**src/rtl/b64e_pkg.sv**
```systemverilog
`timescale 1ns / 1ps

package b64e_pkg;

   localparam int CharWidth = 8;
   localparam int MaxChars = 4;

   typedef logic [CharWidth-1:0] char_type;
   typedef logic [5:0] sextet_type;
   typedef logic [1:0] csr_index_type;
   typedef logic [1:0] char_index_type;
   typedef logic [2:0] char_count_type;

   localparam csr_index_type CSR_SYMBOL_62 = 2'd0;
   localparam csr_index_type CSR_SYMBOL_63 = 2'd1;
   localparam csr_index_type CSR_PAD = 2'd2;

   localparam char_type SYMBOL_62_RESET = 8'd43;
   localparam char_type SYMBOL_63_RESET = 8'd47;
   localparam char_type PAD_RESET = 8'd61;

   // Characters produced by one input byte, oldest in entry zero.
   typedef struct packed {
      char_type [MaxChars-1:0] chars;
      char_count_type count;
      logic last;
   } group_type;

   function automatic char_type symbol_char(input sextet_type value,
                                            input char_type sym62,
                                            input char_type sym63);
      char_type result;
      case (value) inside
         [6'd0:6'd25]: begin
            result = 8'h41 + {2'b00, value};
         end
         [6'd26:6'd51]: begin
            result = 8'h47 + {2'b00, value};
         end
         [6'd52:6'd61]: begin
            result = {2'b00, value} - 8'd4;
         end
         6'd62: begin
            result = sym62;
         end
         default: begin
            result = sym63;
         end
      endcase
      return result;
   endfunction

endpackage

```
**src/rtl/b64e_req_if.sv**
```systemverilog
`timescale 1ns / 1ps

interface b64e_req_if;
   logic valid;
   logic ready;
   logic [7:0] data_byte;
   logic is_last;

   modport source (output valid, output data_byte, output is_last, input ready);
   modport sink (input valid, input data_byte, input is_last, output ready);
endinterface

```
**src/rtl/b64e_rsp_if.sv**
```systemverilog
`timescale 1ns / 1ps

interface b64e_rsp_if;
   logic valid;
   logic ready;
   logic [7:0] out_char;
   logic out_last;

   modport source (output valid, output out_char, output out_last, input ready);
   modport sink (input valid, input out_char, input out_last, output ready);
endinterface

```
**src/rtl/b64e_serializer.sv**
```systemverilog
`timescale 1ns / 1ps

module b64e_serializer (
   input logic clock,
   input logic reset,
   input logic load,
   input b64e_pkg::group_type group_in,
   output logic can_load,
   b64e_rsp_if.source rsp_channel
);
   import b64e_pkg::*;

   group_type grp_ff;
   logic grp_valid_ff;
   char_index_type idx_ff;
   char_type char_ff;
   logic last_ff;
   logic valid_ff;

   logic out_free;
   logic move;
   logic final_move;

   assign out_free = !valid_ff || rsp_channel.ready;
   assign move = grp_valid_ff && out_free;
   assign final_move = move && (({1'b0, idx_ff} + 3'd1) == grp_ff.count);
   assign can_load = !grp_valid_ff || final_move;

   assign rsp_channel.valid = valid_ff;
   assign rsp_channel.out_char = char_ff;
   assign rsp_channel.out_last = last_ff;

   always_ff @(posedge clock) begin
      if (reset) begin
         grp_valid_ff <= 1'b0;
         idx_ff <= '0;
         valid_ff <= 1'b0;
      end else begin
         if (load) begin
            grp_valid_ff <= 1'b1;
            idx_ff <= '0;
         end else if (final_move) begin
            grp_valid_ff <= 1'b0;
         end else if (move) begin
            idx_ff <= idx_ff + 2'd1;
         end
         if (move) begin
            valid_ff <= 1'b1;
         end else if (rsp_channel.ready) begin
            valid_ff <= 1'b0;
         end
      end
   end

   always_ff @(posedge clock) begin
      if (load) begin
         grp_ff <= group_in;
      end
      if (move) begin
         char_ff <= grp_ff.chars[idx_ff];
         last_ff <= final_move && grp_ff.last;
      end
   end

endmodule

```
**src/rtl/base64_encoder_core.sv**
```systemverilog
`timescale 1ns / 1ps

// Streaming base64 encoder. Each accepted transaction carries one message byte and a
// last-byte flag; the encoder emits the one to four characters that byte completes,
// one character per response transaction, with out_last marking the final character
// of the message. Padding uses pad_ff and is turned off by writing zero to it.
// A byte is encoded in the cycle it is accepted, and the output stage then sends
// one character per cycle while the response channel is ready. The next byte is
// accepted in the cycle its predecessor's last character moves to the output
// register. Configuration is written only while idle: the user must keep to this,
// as the block itself does not enforce it.
module base64_encoder_core (
   input logic clock,
   input logic reset,
   b64e_req_if.sink req_channel,
   b64e_rsp_if.source rsp_channel,
   input logic csr_write_en,
   input b64e_pkg::csr_index_type csr_index,
   input b64e_pkg::char_type csr_write_data
);
   import b64e_pkg::*;

   char_type sym62_ff;
   char_type sym63_ff;
   char_type pad_ff;
   logic [1:0] pos_ff;
   logic [3:0] carry_ff;
   logic [1:0] pos_in;
   logic [3:0] carry_in;

   logic accept;
   logic can_load;
   logic pad_on;
   logic [7:0] b;
   sextet_type s0;
   sextet_type s1;
   group_type group;

   assign accept = req_channel.valid && req_channel.ready;
   assign req_channel.ready = can_load;
   assign pad_on = (pad_ff != 8'd0);
   assign b = req_channel.data_byte;

   always_comb begin
      s0 = '0;
      s1 = '0;
      group.count = 3'd1;
      pos_in = pos_ff;
      carry_in = carry_ff;
      case (pos_ff)
         2'd0: begin
            s0 = b[7:2];
            s1 = {b[1:0], 4'b0000};
            pos_in = 2'd1;
            carry_in = {2'b00, b[1:0]};
            if (req_channel.is_last) begin
               group.count = pad_on ? 3'd4 : 3'd2;
            end
         end
         2'd1: begin
            s0 = {carry_ff[1:0], b[7:4]};
            s1 = {b[3:0], 2'b00};
            pos_in = 2'd2;
            carry_in = b[3:0];
            if (req_channel.is_last) begin
               group.count = pad_on ? 3'd3 : 3'd2;
            end
         end
         default: begin
            s0 = {carry_ff[3:0], b[7:6]};
            s1 = b[5:0];
            pos_in = 2'd0;
            carry_in = 4'd0;
            group.count = 3'd2;
         end
      endcase
      if (req_channel.is_last) begin
         pos_in = 2'd0;
         carry_in = 4'd0;
      end
      group.chars[0] = symbol_char(s0, sym62_ff, sym63_ff);
      group.chars[1] = symbol_char(s1, sym62_ff, sym63_ff);
      group.chars[2] = pad_ff;
      group.chars[3] = pad_ff;
      group.last = req_channel.is_last;
   end

   always_ff @(posedge clock) begin
      if (reset) begin
         sym62_ff <= SYMBOL_62_RESET;
         sym63_ff <= SYMBOL_63_RESET;
         pad_ff <= PAD_RESET;
         pos_ff <= 2'd0;
         carry_ff <= 4'd0;
      end else begin
         if (csr_write_en) begin
            case (csr_index)
               CSR_SYMBOL_62: sym62_ff <= csr_write_data;
               CSR_SYMBOL_63: sym63_ff <= csr_write_data;
               CSR_PAD: pad_ff <= csr_write_data;
               default: begin
               end
            endcase
         end
         if (accept) begin
            pos_ff <= pos_in;
            carry_ff <= carry_in;
         end
      end
   end

   b64e_serializer u_serializer (
      .clock(clock),
      .reset(reset),
      .load(accept),
      .group_in(group),
      .can_load(can_load),
      .rsp_channel(rsp_channel)
   );

endmodule
```
**src/flat_wrapper.sv**
```systemverilog
// flat-port wrapper written by rule: the top's interface ports become plain ports
module base64_encoder_core_flat import b64e_pkg::*;
  (clock, reset, csr_write_en, csr_index, csr_write_data, req_channel_valid, req_channel_data_byte, req_channel_is_last, req_channel_ready, rsp_channel_valid, rsp_channel_out_char, rsp_channel_out_last, rsp_channel_ready);
  b64e_req_if req_channel_i ();
  b64e_rsp_if rsp_channel_i ();
  input logic clock;
  input logic reset;
  input logic csr_write_en;
  input b64e_pkg::csr_index_type csr_index;
  input b64e_pkg::char_type csr_write_data;
  input wire logic [$bits(req_channel_i.valid)-1:0] req_channel_valid;
  input wire logic [$bits(req_channel_i.data_byte)-1:0] req_channel_data_byte;
  input wire logic [$bits(req_channel_i.is_last)-1:0] req_channel_is_last;
  output wire logic [$bits(req_channel_i.ready)-1:0] req_channel_ready;
  output wire logic [$bits(rsp_channel_i.valid)-1:0] rsp_channel_valid;
  output wire logic [$bits(rsp_channel_i.out_char)-1:0] rsp_channel_out_char;
  output wire logic [$bits(rsp_channel_i.out_last)-1:0] rsp_channel_out_last;
  input wire logic [$bits(rsp_channel_i.ready)-1:0] rsp_channel_ready;
  assign req_channel_i.valid = req_channel_valid;
  assign req_channel_i.data_byte = req_channel_data_byte;
  assign req_channel_i.is_last = req_channel_is_last;
  assign req_channel_ready = req_channel_i.ready;
  assign rsp_channel_valid = rsp_channel_i.valid;
  assign rsp_channel_out_char = rsp_channel_i.out_char;
  assign rsp_channel_out_last = rsp_channel_i.out_last;
  assign rsp_channel_i.ready = rsp_channel_ready;
  base64_encoder_core u_core (.clock(clock), .reset(reset), .req_channel(req_channel_i), .rsp_channel(rsp_channel_i), .csr_write_en(csr_write_en), .csr_index(csr_index), .csr_write_data(csr_write_data));
endmodule
```
**config.mk**
```make
export PLATFORM = sky130hd
export DESIGN_NAME = base64_encoder_core_flat
export DESIGN_NICKNAME = d
export VERILOG_FILES = /design/src/rtl/b64e_pkg.sv /design/src/rtl/b64e_req_if.sv /design/src/rtl/b64e_rsp_if.sv /design/src/rtl/b64e_serializer.sv /design/src/rtl/base64_encoder_core.sv /design/src/flat_wrapper.sv
export SDC_FILE = /design/constraint.sdc
export NUM_CORES = 1
export LEC_CHECK = 0
export BUFFER_PORTS_ARGS = -buffer_cell sky130_fd_sc_hd__buf_2
export CAP_MARGIN = 25
export CORE_MARGIN = 5
export CORE_UTILIZATION = 40
export DETAILED_ROUTE_END_ITERATION = 8
export MAX_ROUTING_LAYER = met4
export SYNTH_ARGS = -nofsm -noshare
export SYNTH_HDL_FRONTEND = slang
export SYNTH_HIERARCHICAL = 1
export SYNTH_SLANG_ARGS = --single-unit
```
**constraint.sdc**
```tcl
create_clock -name clock -period 4.55 [get_ports clock]
set_input_delay 0.6825 -clock clock [delete_from_list [all_inputs] [get_ports clock]]
set_output_delay 0.6825 -clock clock [all_outputs]
set_load 0.05 [all_outputs]
```
Yosys cells after proc, flatten, opt, wreduce, memory -nomap -nowiden

Index checks and enable logic that the tools add are counted.

Add/subtract/negate cells: 8
Equal/unequal tests: 6
$lt $le $gt $ge: 13
Bitwise operators: 1
Muxes and demuxes: 25
Reduce and logical (&&, ||, !) cells: 24

Operators with widths:

| kind                                                               | count |
|---|---|
| 2-to-1 mux 8 bit                                                   | 9 |
| adder 7 x 6 -> 8 bit (first input constant)                        | 4 |
| <= comparator 6 bit (second input constant)                        | 4 |
| one-hot mux 6 bit (2 select lines)                                 | 2 |
| binary-select mux 8 bit (select 2 bit)                             | 1 |
| subtractor 6 x 3 -> 7 bit (second input constant)                  | 2 |
| == test 6 bit (second input constant)                              | 2 |
| greater-or-equal comparator 6 x 1 -> 1 bit (second input constant) | 2 |
| greater-or-equal comparator 6 x 5 -> 1 bit (second input constant) | 2 |
| greater-or-equal comparator 6 bit (second input constant)          | 2 |
| <= comparator 6 x 5 -> 1 bit (second input constant)               | 2 |
| logical AND 1 bit                                                  | 10 |
| 2-to-1 mux 3 bit                                                   | 3 |
| one-hot mux 4 bit (2 select lines)                                 | 1 |
| AND reduction 2 bit                                                | 4 |
| nonzero test 8 bit                                                 | 1 |
| one-hot mux 3 bit (2 select lines)                                 | 1 |
| 2-to-1 mux 1 bit                                                   | 5 |
| == test 2 x 1 -> 1 bit (second input constant)                     | 2 |
| zero test 2 bit                                                    | 2 |
| 2-to-1 mux 4 bit                                                   | 1 |
| one-hot mux 2 bit (2 select lines)                                 | 1 |
| nonzero test 2 bit                                                 | 2 |
| adder 2 x 1 -> 3 bit (second input constant)                       | 1 |
| other kinds (9)                                                    | 11 |

Bits in registers: 71
Logic and storage cells: 92
Output and inout bits: 11
Input bits: 24

Longest topological paths before layout

Depth in word-level cells: 7
Mapped depth: 13
Mapped depth without buffers: 10

Modules after synthesis

The synthesis kept the hierarchy.

Modules (own cells, without submodules):

| module              | seq. area each (um^2) | times used | cells each | area each (um^2) |
|---|---|---|---|---|
| base64_encoder_core | 600.6                 | 1          | 322        | 2534.9 |
| b64e_serializer     | 1431.4                | 1          | 81         | 1818.0 |

Least setup slack after synthesis

Ideal clock, no wire load.

Kind: input port to flip-flop
Start: in rsp_channel_ready
End: reg u_core/u_serializer/grp_ff[0] (netlist name) (enable)
Cell stages on the path: 5
Library setup time: 0.395 ns
Path slack: 0.613 ns
Data required time: 4.155 ns
Data arrival time: 3.542 ns
Path buffers: 0
Cells stage by stage: nand2b_1 > nand2_1 > o31ai_1 > nand2_1 > inv_1

Word-level cells in the longest chain between the ends: 5

RTL lines:

| item                        | RTL line                  | source |
|---|---|---|
| start, declared             | flat_wrapper.sv:18        | `input wire logic [$bits(rsp_channel_i.ready)-1:0] rsp_channel_ready;` |
| logical OR 1 bit            | b64e_serializer.sv:24     | `assign out_free = !valid_ff \|\| rsp_channel.ready;` |
| logical AND 1 bit           | b64e_serializer.sv:25     | `assign move = grp_valid_ff && out_free;` |
| logical AND 1 bit           | b64e_serializer.sv:26     | `assign final_move = move && (({1'b0, idx_ff} + 3'd1) == grp_ff.count);` |
| logical OR 1 bit            | b64e_serializer.sv:27     | `assign can_load = !grp_valid_ff \|\| final_move;` |
| named net req_channel_ready | flat_wrapper.sv:14        | `output wire logic [$bits(req_channel_i.ready)-1:0] req_channel_ready;` |
| logical AND 1 bit           | base64_encoder_core.sv:39 | `assign accept = req_channel.valid && req_channel.ready;` |
| named net u_core.accept     | base64_encoder_core.sv:31 | `logic accept;` |
| end signal, assigned        | b64e_serializer.sv:57     | `grp_ff <= group_in;` |
| end, declared               | b64e_serializer.sv:13     | `group_type grp_ff;` |

The timed path passes the listed nets, and every way through them passes these cells.
A chain may end at the register's enable or synchronous reset.

==> impl_metrics.py <==
metrics = {
    "status": {
        "status": "complete, no violations",
    },
    "clock_network": {
        "clkLatencyLatePin_ns": 0.36,
        "ctsRootBufferMaster": "clkbuf_8",
        "cts_tree": "built",
        "cts-buffers-inserted": 9,
        "postCtsResizedCells": 0,
        "clockBufferDepth": 2,
        "clkSlewWorstSetupHoldPaths_ns": 0.09,
        "cts_max_level": 3,
        "post_cts_buffers": 0,
        "cts_sinks": 79,
        "cts.hold.buffers_added": 0,
    },
    "sta": {
        "setup_viol": 0,
        "rsz0062_at_grt": "false",
        "setup_tns_ns": 0,
        "max_freq_mhz": 288,
        "fin_crit_sh_pct": 76.4,
        "fin_crit_ns": 3.48,
        "final_hold_viol_count": 0,
        "slew_viol_final": 0,
        "tightest_slew_ns": 0.961,
        "maxSlewHeadroom_pct": 35.8,
        "skew_ns": 0.0105,
    },
    "setup_path": {
        "cp.required_ns": 4.66,
        "path_cells": "mux2i_1 -> o21ai_2 -> ha_1 -> o211ai_1 -> nor4_4 -> mux2_2 -> nor4_1 -> a211oi_2",
        "critPathSlowestCell": "dfxtp_1",
        "crit_buf_inv": 0,
        "cpPeakStageDelay_ns": 0.82,
        "critical_path_class": "reg2reg",
        "crit_fanout": 18,
        "cp_top_family": "simple AND/OR/NAND/NOR gates",
        "rrSetupSlack_ns": 1.07,
        "worst_setup_path_end_kind": "flip-flop",
        "cp-start-kind": "flip-flop",
        "arrival_ns": 3.59,
    },
    "layout": {
        "fin_util_pct": 45.2,
        "drive_above_1_share_pct": 16.6,
        "instances_no_fill": 580,
        "final_nets": 469,
        "n_fill_cell": 1058,
        "antenna_cells": 0,
        "syn_to_final_growth_pct": 11.7,
    },
    "synth": {
        "synth_compound_area_share_pct": 14.8,
        "ys_warn_count": 6,
        "synthTopCellsByCount": "57 x nand2_1, 45 x edfxtp_1, 34 x dfxtp_1",
        "synth_area_mm2": 0.00435,
        "synth_top_family_by_area": "simple AND/OR/NAND/NOR gates",
        "synth_area_leader_cell": "edfxtp_1",
        "synth_edf_count": 45,
        "async_reset_ff_share_pct": 0,
        "synthMuxAreaShare_pct": 12.7,
        "synthTopCellsByArea": "edfxtp_1 31%, dfxtp_1 16%, mux2i_1 5.3%",
        "synthXorXnorAreaFrac_pct": 1.78,
        "synthDistinctLibCells": 70,
        "syn-num-nets": 437,
        "ys.flop_type": "edfxtp_1",
        "postSynthCellCount": 403,
        "ys_seq_area_share_pct": 46.7,
        "synth_most_common_cell": "nand2_1",
        "synth_top_area_share_pct": 31.0,
        "yosys.area_share.simple_pct": 17.5,
        "post_synth_fa_ha_maj_area_fraction_pct": 2.87,
        "syn_avg_cell_area_um2": 10.8,
        "ys_ff_latch": 79,
    },
    "power_and_ir_drop": {
        "p_leak_nw": 1.84,
        "ir_drop_v": 0.000172,
        "powerDensity_mw_per_mm2": 363,
    },
    "grt": {
        "grt_max_degree": 35,
        "overflow": 0,
        "grt_pass1_wl_um": 16200,
        "grt_pass1_vias": 3087,
        "grt_use_total_pct": 16.4,
        "antenna_found_initial": 0,
    },
    "place": {
        "gp_routability_congestion": 0.950,
        "hpwl_um": 7310,
        "io_buffers": 34,
        "placed_cells_incl_taps": 564,
    },
    "drt": {
        "vias": 3206,
        "drt_iter0_drc": 160,
        "vias_per_cell": 5.53,
        "drt_first_pass_iters": 5,
        "post_drt_wl_per_cell_um": 17.1,
        "drc_errors": 0,
        "wl_um": 9940,
        "antenna_left": 0,
    },
    "floorplanning": {
        "rows": 38,
        "pin_count": 35,
        "fp.dieH_um": 114,
        "core_mm2": 0.0107,
        "initial_utilization_pct": 40.5,
        "fp.dieW_um": 114,
        "dieArea_mm2": 0.0131,
    },
    "flow_run": {
        "drv_cap": 0,
    },
    "min_path": {
        "min_path_type": "reg2reg",
    },
}
[routing by layer]
layer	wire, µm	GRT usage (%)	up-vias
met2	4660	24.7	95
met3	438	3.12	14
li1	-	-	1570
met5	0	-	-
met4	204	6.81	0
met1	4640	21.8	1527
[metrics by stage]
| step | power [W] | hold WS [ns] | cell area [µm²] | worst slack [ns] |
|---|---|---|---|---|
| final | 0.00176 | 0.466 | 4860 | 1.07 |
| after floorplan | 0.00106 | 0.432 | 4350 | 0.613 |
| after detailed placement | 0.00114 | 0.452 | 4620 | 1.12 |
| after CTS | 0.00178 | 0.465 | 4860 | 1.07 |
| after global placement | 0.00114 | 0.448 | 4620 | 1.15 |
| after global routing | 0.00184 | 0.481 | 4860 | 0.783 |
[cell usage in the layout, fill, tap and decap left out, types with 3 or more instances in the layout]
master     count
xnor2_1        5
o21ai_0       11
nor2_1        21
edfxtp_1      45
a21o_1         4
nor3_1         8
o221ai_1       3
o21a_1         6
mux2i_1       23
nand3_1        9
clkbuf_8       9
or4_1          3
nor2b_1        9
a22oi_1        3
nor4_1         3
buf_2         34
and3b_1        3
mux2_2         8
inv_1         16
mux4_1         8
dfxtp_1       34
a211oi_1       4
bufinv_16      3
nand3b_1      14
nand2_1       57
ha_1          10
a21oi_1       23
nand2b_1       4
a211o_1        5
[area by class of cell]
class,count,area [µm²],share of cell area (%)
Tap cell,140,175,3.60
Timing Repair Buffer,36,185,3.81
Inverter,17,63.8,1.31
Clock inverter,7,120,2.47
Sequential cell,79,2030,41.8
Multi-Input combinational cell,292,2160,44.5
Clock buffer,9,124,2.55
[path summary, 6_finish.rpt]
check | start | end | cells after the start
min reg2reg | u_core/carry_ff[3] | u_core/carry_ff[3] | 2
max reg2reg | u_core/pos_ff[0] | u_core/u_serializer/grp_ff[6] | 8
min | u_core/carry_ff[3] | u_core/carry_ff[3] | 2
max | u_core/pos_ff[0] | u_core/u_serializer/grp_ff[6] | 8
[registers in the layout, indices dropped and copies added (netlist names)]
name and flops:
u_core/carry_ff 4, u_core/sym62_ff 8, u_core/u_serializer/rsp_channel.valid 1, u_core/u_serializer/grp_ff 36, u_core/pos_ff 2, u_core/sym63_ff 8, u_core/u_serializer/rsp_channel.out_char 8, u_core/pad_ff 8
u_core/u_serializer/grp_valid_ff 1, u_core/u_serializer/rsp_channel.out_last 1, u_core/u_serializer/idx_ff 2
[worst reg2reg max path, cell delays in order (launching register included)]
cell	delay, ns
dfxtp_1	0.82
mux2i_1	0.20
o21ai_2	0.37
ha_1	0.35
o211ai_1	0.18
nor4_4	0.52
mux2_2	0.42
nor4_1	0.31
a211oi_2	0.05
[where the power goes]
part	switching, W	internal, W
clock network	0.000273	0.000366
registers	0.0000280	0.000811
logic	0.000180	0.000105
total	0.000481	0.00128
[logic make-up after synthesis]
logic type,after synthesis
flops,79
buf+inv,32
mux,40
compound gates,88
simple gates,146
fa+ha+maj,10
xor+xnor,8
Note: power is estimated with default switching activity, not from simulation.
